**src/rtl/mse_pkg.sv**
```systemverilog
// Shared types, constants and address checks for the MIPS-I subset execute core.
// No dependencies; every other file imports this package.
package mse_pkg;

  localparam int unsigned MEM_WORDS = 4096;
  localparam int unsigned MemAw     = $clog2(MEM_WORDS);

  localparam logic [1:0] KIND_EXEC  = 2'd0;
  localparam logic [1:0] KIND_WRITE = 2'd1;
  localparam logic [1:0] KIND_READ  = 2'd2;
  localparam logic [1:0] KIND_SETPC = 2'd3;

  localparam logic [1:0] ST_OK    = 2'd0;
  localparam logic [1:0] ST_OVF   = 2'd1;
  localparam logic [1:0] ST_ADDR  = 2'd2;
  localparam logic [1:0] ST_RANGE = 2'd3;

  localparam logic [5:0] OP_SPECIAL = 6'd0;
  localparam logic [5:0] OP_REGIMM  = 6'd1;
  localparam logic [5:0] OP_J       = 6'd2;
  localparam logic [5:0] OP_JAL     = 6'd3;
  localparam logic [5:0] OP_BEQ     = 6'd4;
  localparam logic [5:0] OP_BNE     = 6'd5;
  localparam logic [5:0] OP_BLEZ    = 6'd6;
  localparam logic [5:0] OP_BGTZ    = 6'd7;
  localparam logic [5:0] OP_ADDI    = 6'd8;
  localparam logic [5:0] OP_ADDIU   = 6'd9;
  localparam logic [5:0] OP_SLTI    = 6'd10;
  localparam logic [5:0] OP_SLTIU   = 6'd11;
  localparam logic [5:0] OP_ANDI    = 6'd12;
  localparam logic [5:0] OP_ORI     = 6'd13;
  localparam logic [5:0] OP_XORI    = 6'd14;
  localparam logic [5:0] OP_LUI     = 6'd15;
  localparam logic [5:0] OP_LB      = 6'd32;
  localparam logic [5:0] OP_LW      = 6'd35;
  localparam logic [5:0] OP_LBU     = 6'd36;
  localparam logic [5:0] OP_SB      = 6'd40;
  localparam logic [5:0] OP_SH      = 6'd41;
  localparam logic [5:0] OP_SW      = 6'd43;

  localparam logic [5:0] FN_SLL   = 6'd0;
  localparam logic [5:0] FN_SRL   = 6'd2;
  localparam logic [5:0] FN_SRA   = 6'd3;
  localparam logic [5:0] FN_SLLV  = 6'd4;
  localparam logic [5:0] FN_SRLV  = 6'd6;
  localparam logic [5:0] FN_JR    = 6'd8;
  localparam logic [5:0] FN_MFHI  = 6'd16;
  localparam logic [5:0] FN_MFLO  = 6'd18;
  localparam logic [5:0] FN_MULT  = 6'd24;
  localparam logic [5:0] FN_MULTU = 6'd25;
  localparam logic [5:0] FN_DIV   = 6'd26;
  localparam logic [5:0] FN_DIVU  = 6'd27;
  localparam logic [5:0] FN_ADD   = 6'd32;
  localparam logic [5:0] FN_ADDU  = 6'd33;
  localparam logic [5:0] FN_SUB   = 6'd34;
  localparam logic [5:0] FN_SUBU  = 6'd35;
  localparam logic [5:0] FN_AND   = 6'd36;
  localparam logic [5:0] FN_OR    = 6'd37;
  localparam logic [5:0] FN_XOR   = 6'd38;
  localparam logic [5:0] FN_SLT   = 6'd42;
  localparam logic [5:0] FN_SLTU  = 6'd43;

  localparam logic [4:0] RT_BLTZ   = 5'd0;
  localparam logic [4:0] RT_BGEZ   = 5'd1;
  localparam logic [4:0] RT_BLTZAL = 5'd16;
  localparam logic [4:0] RT_BGEZAL = 5'd17;
  localparam logic [4:0] REG_RA    = 5'd31;

  typedef struct packed {
    logic [1:0]  kind;
    logic [31:0] byte_address;
    logic [31:0] word_data;
  } mse_in_t;

  typedef struct packed {
    logic [1:0]  status;
    logic [31:0] program_counter;
    logic        reg_write;
    logic [4:0]  reg_index;
    logic [31:0] reg_value;
    logic [31:0] read_word;
    logic [31:0] hi_value;
    logic [31:0] lo_value;
  } mse_out_t;

  typedef enum logic [3:0] {
    S_IDLE, S_FETCH, S_DECODE, S_EXEC, S_MEM, S_MDRUN, S_MDFIN,
    S_HREAD, S_HDATA, S_COMMIT
  } mse_state_e;

  typedef enum logic [1:0] {MRD_PC, MRD_EA, MRD_HOST} mse_mrd_e;

  typedef struct packed {
    logic     latch;
    logic     fetch;
    logic     decode;
    logic     exec;
    logic     mem;
    logic     md_step;
    logic     md_fin;
    logic     hdata;
    logic     commit;
    logic     mrd_en;
    mse_mrd_e mrd_sel;
  } mse_cmd_t;

  typedef struct packed {
    logic [1:0] kind;
    logic       fetch_fault;
    logic       need_mem;
    logic       is_md;
    logic       md_done;
    logic       out_busy;
  } mse_sts_t;

  function automatic logic [1:0] in_range(input logic [31:0] addr);
    return (addr[31:2] < 30'(MEM_WORDS)) ? ST_OK : ST_RANGE;
  endfunction

  function automatic logic [1:0] word_check(input logic [31:0] addr);
    return (addr[1:0] != 2'd0) ? ST_ADDR : in_range(addr);
  endfunction

endpackage

```
**src/rtl/mse_ctrl.sv**
```systemverilog
// Sequencer of the execute core: steps each item through fetch, decode,
// execute, memory, multiply/divide, host read and commit. Depends on mse_pkg.
module mse_ctrl (
  input  logic             clk_i,
  input  logic             rst_ni,
  input  logic             in_valid_i,
  output logic             in_ready_o,
  output logic             out_valid_o,
  input  logic             out_ready_i,
  input  mse_pkg::mse_sts_t sts_i,
  output mse_pkg::mse_cmd_t cmd_o
);
  import mse_pkg::*;

  mse_state_e state_q, state_d;
  logic       out_valid_q, out_valid_d;

  always_ff @(posedge clk_i or negedge rst_ni) begin
    if (!rst_ni) begin
      state_q     <= S_IDLE;
      out_valid_q <= 1'b0;
    end else begin
      state_q     <= state_d;
      out_valid_q <= out_valid_d;
    end
  end

  always_comb begin
    state_d = state_q;
    case (state_q)
      S_IDLE: begin
        if (in_valid_i) begin
          case (sts_i.kind)
            KIND_EXEC: state_d = S_FETCH;
            KIND_READ: state_d = S_HREAD;
            default:   state_d = S_COMMIT;
          endcase
        end
      end
      S_FETCH:  state_d = sts_i.fetch_fault ? S_COMMIT : S_DECODE;
      S_DECODE: state_d = S_EXEC;
      S_EXEC: begin
        if (sts_i.need_mem)   state_d = S_MEM;
        else if (sts_i.is_md) state_d = S_MDRUN;
        else                  state_d = S_COMMIT;
      end
      S_MEM:   state_d = S_COMMIT;
      S_MDRUN: state_d = sts_i.md_done ? S_MDFIN : S_MDRUN;
      S_MDFIN: state_d = S_COMMIT;
      S_HREAD: state_d = S_HDATA;
      S_HDATA: state_d = S_COMMIT;
      S_COMMIT: if (!sts_i.out_busy) state_d = S_IDLE;
      default: state_d = S_IDLE;
    endcase
  end

  always_comb begin
    cmd_o         = '0;
    cmd_o.mrd_sel = MRD_PC;
    case (state_q)
      S_IDLE:   cmd_o.latch = in_valid_i;
      S_FETCH: begin
        cmd_o.fetch  = 1'b1;
        cmd_o.mrd_en = 1'b1;
      end
      S_DECODE: cmd_o.decode = 1'b1;
      S_EXEC: begin
        cmd_o.exec    = 1'b1;
        cmd_o.mrd_en  = 1'b1;
        cmd_o.mrd_sel = MRD_EA;
      end
      S_MEM:   cmd_o.mem = 1'b1;
      S_MDRUN: cmd_o.md_step = 1'b1;
      S_MDFIN: cmd_o.md_fin = 1'b1;
      S_HREAD: begin
        cmd_o.mrd_en  = 1'b1;
        cmd_o.mrd_sel = MRD_HOST;
      end
      S_HDATA:  cmd_o.hdata = 1'b1;
      S_COMMIT: cmd_o.commit = !sts_i.out_busy;
      default: ;
    endcase
  end

  always_comb begin
    out_valid_d = out_valid_q;
    if (out_ready_i) out_valid_d = 1'b0;
    if (cmd_o.commit) out_valid_d = 1'b1;
  end

  assign in_ready_o  = (state_q == S_IDLE);
  assign out_valid_o = out_valid_q;

endmodule

```
**config.mk**
```make
export PLATFORM = sky130hd
export DESIGN_NAME = mse_ctrl
export DESIGN_NICKNAME = d
export VERILOG_FILES = /design/src/rtl/mse_pkg.sv /design/src/rtl/mse_ctrl.sv
export SDC_FILE = /design/constraint.sdc
export NUM_CORES = 1
export LEC_CHECK = 0
export ABC_AREA = 0
export BUFFER_PORTS_ARGS = -buffer_cell sky130_fd_sc_hd__buf_2
export CORE_AREA = 5 5 42 44
export DETAILED_ROUTE_END_ITERATION = 6
export DIE_AREA = 0 0 47 49
export PLACE_DENSITY = 0.63
export SYNTH_ARGS = -nofsm -noshare
export SYNTH_HDL_FRONTEND = slang
export SYNTH_SLANG_ARGS = --single-unit
```
**constraint.sdc**
```tcl
create_clock -name clk_i -period 1.6 [get_ports clk_i]
set_clock_uncertainty 0.2 [all_clocks]
set_input_delay 0.24 -clock clk_i [delete_from_list [all_inputs] [get_ports clk_i]]
set_output_delay 0.24 -clock clk_i [all_outputs]
set_load 0.01 [all_outputs]
```
==> results of run 1 <==
synthesized netlist by cell type, types with 2 or more instances:
library cell,number
a21o_1,2
a21oi_1,3
a22o_1,2
buf_2,3
buf_4,3
dfrtp_1,5
inv_1,2
nand2_1,3
nand2b_1,5
nor2_1,11
nor3_1,6
o21a_1,2
o311ai_1,2
metrics by stage:
stage | total power [W] | setup slack (ns) | setup TNS (ns)
floorplan | 0.000895 | 0.0540 | 0
global placement | 0.00117 | 0.0197 | 0
detailed placement | 0.00119 | 0.0219 | 0
CTS | 0.00155 | -0.152 | -1.29
global route | 0.00195 | -0.249 | -1.99
finish | 0.00181 | -0.155 | -1.05
placed cells by master (no fill, tap or decap), types with 2 or more instances in the layout:
cell type / count
nand2b_4: 4
nor3_2: 4
buf_4: 13
inv_1: 2
clkbuf_4: 3
dfrtp_2: 2
nand2_1: 2
nor3_4: 2
buf_6: 7
o21a_1: 2
dfrtp_1: 3
a21oi_1: 3
nor2_1: 8
nor2_2: 2
a21o_1: 2
nor2_4: 2
nor3_1: 2
o311ai_1: 2
buf_2: 22
a22o_1: 2
sequential cells by signal (all words and copies together) (netlist names):
name,cells
out_valid_o,1
state_q,4
worst max-delay path: stages, from the launching register on:
cell,delay [ns]
dfrtp_1,0.41
or2_4,0.26
nor3_4,0.14
and2_1,0.14
buf_2,0.12
layout make-up:
cell class	count	share of cell area, %
sequential	5	14.2
timing repair buffer	44	35.1
multi-input combinational	49	44.7
tap	16	2.22
inverter	2	0.833
clock buffer	4	2.92
cell families after synthesis:
group | count (synthesis) | synth area share [%]
buffers and inverters | 9 | 11.4
AOI/OAI and AO/OA | 13 | 20.5
and+or+nand+nor | 35 | 40.9
DFF | 5 | 25.3
muxes | 1 | 2.02
metal layers:
metal  vias up  global-route usage, %  wire length [µm]
li1        301                      -                 -
met1       294                   14.5               611
met2        24                   23.5               951
met3         4                   3.32               130
met4         0                   7.83                25
met5         -                      0                 0
worst paths after layout:
check,startpoint,to,cells past startpoint
setup / recovery,state_q[2]$_DFFE_PN0P_,cmd_o[11],4
hold / removal,out_ready_i,out_valid_o$_DFFE_PN0P_,3
setup reg to reg,state_q[2]$_DFFE_PN0P_,state_q[0]$_DFFE_PN0P_,6
hold reg to reg,out_valid_o$_DFFE_PN0P_,out_valid_o$_DFFE_PN0P_,1
max in group asynchronous,rst_ni,state_q[0]$_DFFE_PN0P_,2
min in group asynchronous,rst_ni,state_q[3]$_DFFE_PN0P_,2
power by group through the flow:
stage	registers, W	clock network (W)	logic (W)
2_1_floorplan	0.000226	0	0.000669
3_3_place_gp	0.000244	0	0.000929
3_5_place_dp	0.000246	0	0.000939
4_1_cts	0.000225	0.000151	0.00117
5_1_grt	0.000246	0.000168	0.00153
6_report	0.000239	0.000147	0.00142
what timing repair did:
| action | 4_1_cts | 5_1_grt |
|---|---|---|
| endpoints found under the hold margin | 5 | 0 |
| pin swaps | 4 | 4 |
| setup endpoints to repair | 13 | 17 |
| hold buffers | 1 | 0 |
| gates cloned | 0 | 1 |
| resized for setup | 8 | 21 |
| buffers inserted | 6 | 3 |
==> flow_metrics.tcl, run 1 <==
set metrics [dict create \
    vdd_drop_max_uv 1090 \
    fillerInstances 129 \
    die_height_um 49 \
    postSynth.topFlopCell "dfrtp_1" \
    instances_no_fill 120 \
    cts_htree_levels 1 \
    pleak_nw 0.459 \
    maxCapViolCount 0 \
    worstPathArrival_ns 1.31 \
    route.detailed.vias_per_inst 5.19 \
    rsz0062_at_grt "true" \
    seq_area_um2 128 \
    net-switching-power_w 0.000795 \
    yosys.area.top_type "dfrtp_1" \
    clock_period_minus_final_worst_setup_slack_ns 1.75 \
    initial_utilization_pct 35.4 \
    power.share.combinational_pct 78.7 \
    multi_input_area_um2 403 \
    grt_antenna_before_repair 0 \
    relSlewSlack_pct 76.5 \
    clock_insertion_delay_worst_skew_ns 0.24 \
    clk_path_buf_depth 2 \
    post_dp_hpwl_um 1080 \
    design.core.area_mm2 0.00140 \
    avgSynthCellArea_um2 7.86 \
    cts_tree "done" \
    path_max_fanout 4 \
    hold_violations 0 \
    ys_seq_elements 5 \
    critical_path.startpoint_type "flip-flop" \
    violations "negative setup slack" \
    worst_setup_hold_path_clk_slew_ns 0.04 \
    die-area_mm2 0.00230 \
    io_buffer_count 24 \
    async_flop_share_pct 100 \
    synth_sequential_area_ratio_pct 25.3 \
    cts.sink_count 5 \
    dp_cells 105 \
    antenna_violating_nets_post_route 0 \
    routed_wirelength_um 1720 \
    grt_start_max_net_pins 10 \
    clockPowerShare_pct 8.1 \
    layout_setup_ws_ns -0.155 \
    worstMarginPinSlew_ns 0.347 \
    signed_area_change_from_the_synthesized_netlist_to_the_final_layout_pct 81.8 \
    syn-num-nets 74 \
    timing.final.setup_violations 15 \
    dr.pass1.iters 4 \
    run_status "finished with violations" \
    grt_pass1_vias 574 \
    synthDistinctLibCells 27 \
    share_seq_of_total_power_pct 13.2 \
    gpl.final_weighted_congestion 0.803 \
    nNetsFinal 116 \
    crit_path_end_kind "primary output" \
    core_rows 14 \
    intPower_w 0.00101 \
    design_area_um2 901 \
    cts_made_buffers 3 \
    finalMaxSlewViolations 0 \
    final_core_util_pct 64.3 \
    track_usage_pct 13.8 \
    power_density_mw_per_mm2 2010 \
    insertedDiodeCount 0 \
    synth_enable_flop_cells 0 \
    synth_largest_type_area_fraction_pct 25.3 \
    switching_portion_of_total_power_pct 43.9 \
    ys.warnings.count 0 \
    critical_path_class "reg -> out" \
    globalRoute.totalOverflow 0 \
    top_level_ports 25 \
    drt-wirelength-per-cell_um 14.3 \
    placed_area_um2 654 \
    cts_root_buf "clkbuf_4" \
    drtIter0Drc 9 \
    drt_drc_violations_left 0 \
    reg_to_reg_setup_timing_slack_ns -0.09 \
    timing.critical_path.required_ns 1.16 \
    period_share_pct 110 \
    drive_above_1_share_pct 65.4 \
    holdCritPathClass "in -> reg" \
    fin_worst_hold_slack_ns 0.0623 \
    max_freq_ghz 0.570 \
    ys_top_cells_by_area "dfrtp_1 25%, nor2_1 8.3%, nand2b_1 6.3%" \
    grt_first_pass_wirelength_um 2330 \
    via_count 623 \
    die_w_um 47 \
    synth.cell_area_um2 495 \
    netlist_instances 63 \
]
No activity file was read; power rests on OpenSTA's default activity.
==> run 2, diff against run 1 <==
SKIP_LAST_GASP = 1   (was unset)
==> flow_metrics.tcl, run 2 (synthesis results as in run 1) <==
set metrics [dict create \
    run_status "finished with violations" \
    violations "negative setup slack" \
    worstPathArrival_ns 1.31 \
    most-common-layout-cells "23 x buf_2, 13 x buf_4, 8 x nor2_1" \
    die-area_mm2 0.00230 \
    critical_path_class "reg -> out" \
    drt-wirelength-per-cell_um 14.3 \
    cell_chain_of_the_critical_path "or2_4 > nor3_4 > and2_1 > buf_2" \
    clock_insertion_delay_worst_skew_ns 0.24 \
    cts_root_buf "clkbuf_4" \
    grt_start_max_net_pins 10 \
    gpl.final_weighted_congestion 0.803 \
    clock_period_minus_final_worst_setup_slack_ns 1.75 \
    dp_cells 105 \
    drive_above_1_share_pct 64.4 \
    core_rows 14 \
    drtIter0Drc 7 \
    holdCritPathClass "in -> reg" \
    worstMarginPinSlew_ns 0.341 \
    layout.cells.most_common "buf_2" \
    maxCapViolCount 0 \
    dr.pass1.iters 4 \
    finalMaxSlewViolations 0 \
    rsz0062_at_grt "true" \
    period_share_pct 110 \
    io_buffer_count 24 \
    critPathTopFamily "simple AND/OR/NAND/NOR gates" \
    via_count 625 \
    wl_met2_um 942 \
    layout_setup_ws_ns -0.153 \
    crit_path_end_kind "primary output" \
    top_level_ports 25 \
    die_height_um 49 \
    route.detailed.vias_per_inst 5.21 \
    largest_reg_flops 4 \
    met1Wirelength_um 614 \
    slowest_stage "dfrtp_1" \
    relSlewSlack_pct 76.9 \
    placed_area_um2 654 \
    grt_first_pass_wirelength_um 2330 \
    cts_made_buffers 3 \
    timing.critical_path.required_ns 1.16 \
    timing.final.setup_violations 15 \
    path_max_fanout 4 \
    setup_tns_ns -1.06 \
    track_usage_pct 13.8 \
    peak_per_stage_delay_on_the_critical_path_ns 0.41 \
    critical_path.startpoint_type "flip-flop" \
    signed_area_change_from_the_synthesized_netlist_to_the_final_layout_pct 79.5 \
    cts.sink_count 5 \
    clk_path_buf_depth 2 \
    hold_violations 0 \
    insertedDiodeCount 0 \
    drt_drc_violations_left 0 \
    worst_setup_hold_path_clk_slew_ns 0.04 \
    initial_utilization_pct 35.4 \
    grt_pass1_vias 574 \
    nNetsFinal 116 \
    max_freq_ghz 0.570 \
    instances_no_fill 120 \
    regMostFlops "state_q" \
    vdd_drop_max_uv 1060 \
    die_w_um 47 \
    power_density_mw_per_mm2 2020 \
    cts_tree "done" \
    pleak_nw 0.456 \
    grt_antenna_before_repair 0 \
    routed-wl-met3_um 121 \
    cp_num_buf_inv 1 \
    design_area_um2 890 \
    design.core.area_mm2 0.00140 \
    routed_wirelength_um 1710 \
    antenna_violating_nets_post_route 0 \
    topRoutingLayerUsed "met4" \
    cts_htree_levels 1 \
    post_dp_hpwl_um 1080 \
    globalRoute.totalOverflow 0 \
]
## run 2: cell counts in the layout (fill, tap and decap cells not counted)
Identical to the previous run, type by type.
## run 2: worst register-to-register path: stages, from the launching register on
cell and delay [ns]:
dfrtp_1 0.41, or2_4 0.27, buf_6 0.14, buf_4 0.14
a21o_1 0.17, o311ai_1 0.09, a22o_1 0.20
## run 2: cell type report
type                            instances  area [µm²]
Clock buffer                            4        26.3
Sequential cell                         5         128
Tap cell                               16        20.0
Inverter                                2        7.51
Fill cell                             131         512
Multi-Input combinational cell         49         398
Timing Repair Buffer                   44         310
## run 2: what timing repair did
item / in CTS / in global routing
hold buffers: 1 / 0
gates cloned: 0 / 1
setup endpoints to repair: 13 / 17
endpoints found under the hold margin: 5 / 0
buffers inserted: 6 / 3
resized for setup: 8 / 19
pin swaps: 4 / 4
## run 2: layer usage
layer / track usage, % / vias to the layer above
met5: 0 / -
met4: 7.83 / 0
met3: 3.32 / 6
met2: 23.5 / 22
met1: 14.5 / 294
li1: - / 303
## run 2: through the flow
stage	worst slack [ns]	total power, W	hold slack (ns)	util (%)
final	-0.153	0.00180	0.0638	63.5
after global placement	0.0197	0.00117	-0.144	46.7
after global routing	-0.249	0.00194	0.0695	63.5
after detailed placement	0.0219	0.00119	-0.141	46.7
after CTS	-0.152	0.00155	0.0563	55.8
after floorplan	0.0540	0.000895	-0.256	-
## run 2: where the power goes
group          total (W)  internal (W)  leakage [nW]  switching, W
clock network   0.000146     0.0000942        0.0150     0.0000513
logic            0.00141      0.000731         0.379      0.000683
registers       0.000238      0.000184        0.0626     0.0000542
## run 2: worst paths after layout
path,depth (start not counted),startpoint,slack (ns),end
worst max-delay path,4,state_q[2]$_DFFE_PN0P_,-0.15,cmd_o[11]
worst min-delay path,3,out_ready_i,0.06,out_valid_o$_DFFE_PN0P_
max in group asynchronous,2,rst_ni,0.91,state_q[0]$_DFFE_PN0P_
min in group asynchronous,2,rst_ni,0.14,state_q[3]$_DFFE_PN0P_
worst min register to register,1,out_valid_o$_DFFE_PN0P_,0.29,out_valid_o$_DFFE_PN0P_
worst max register to register,6,state_q[2]$_DFFE_PN0P_,-0.09,state_q[0]$_DFFE_PN0P_
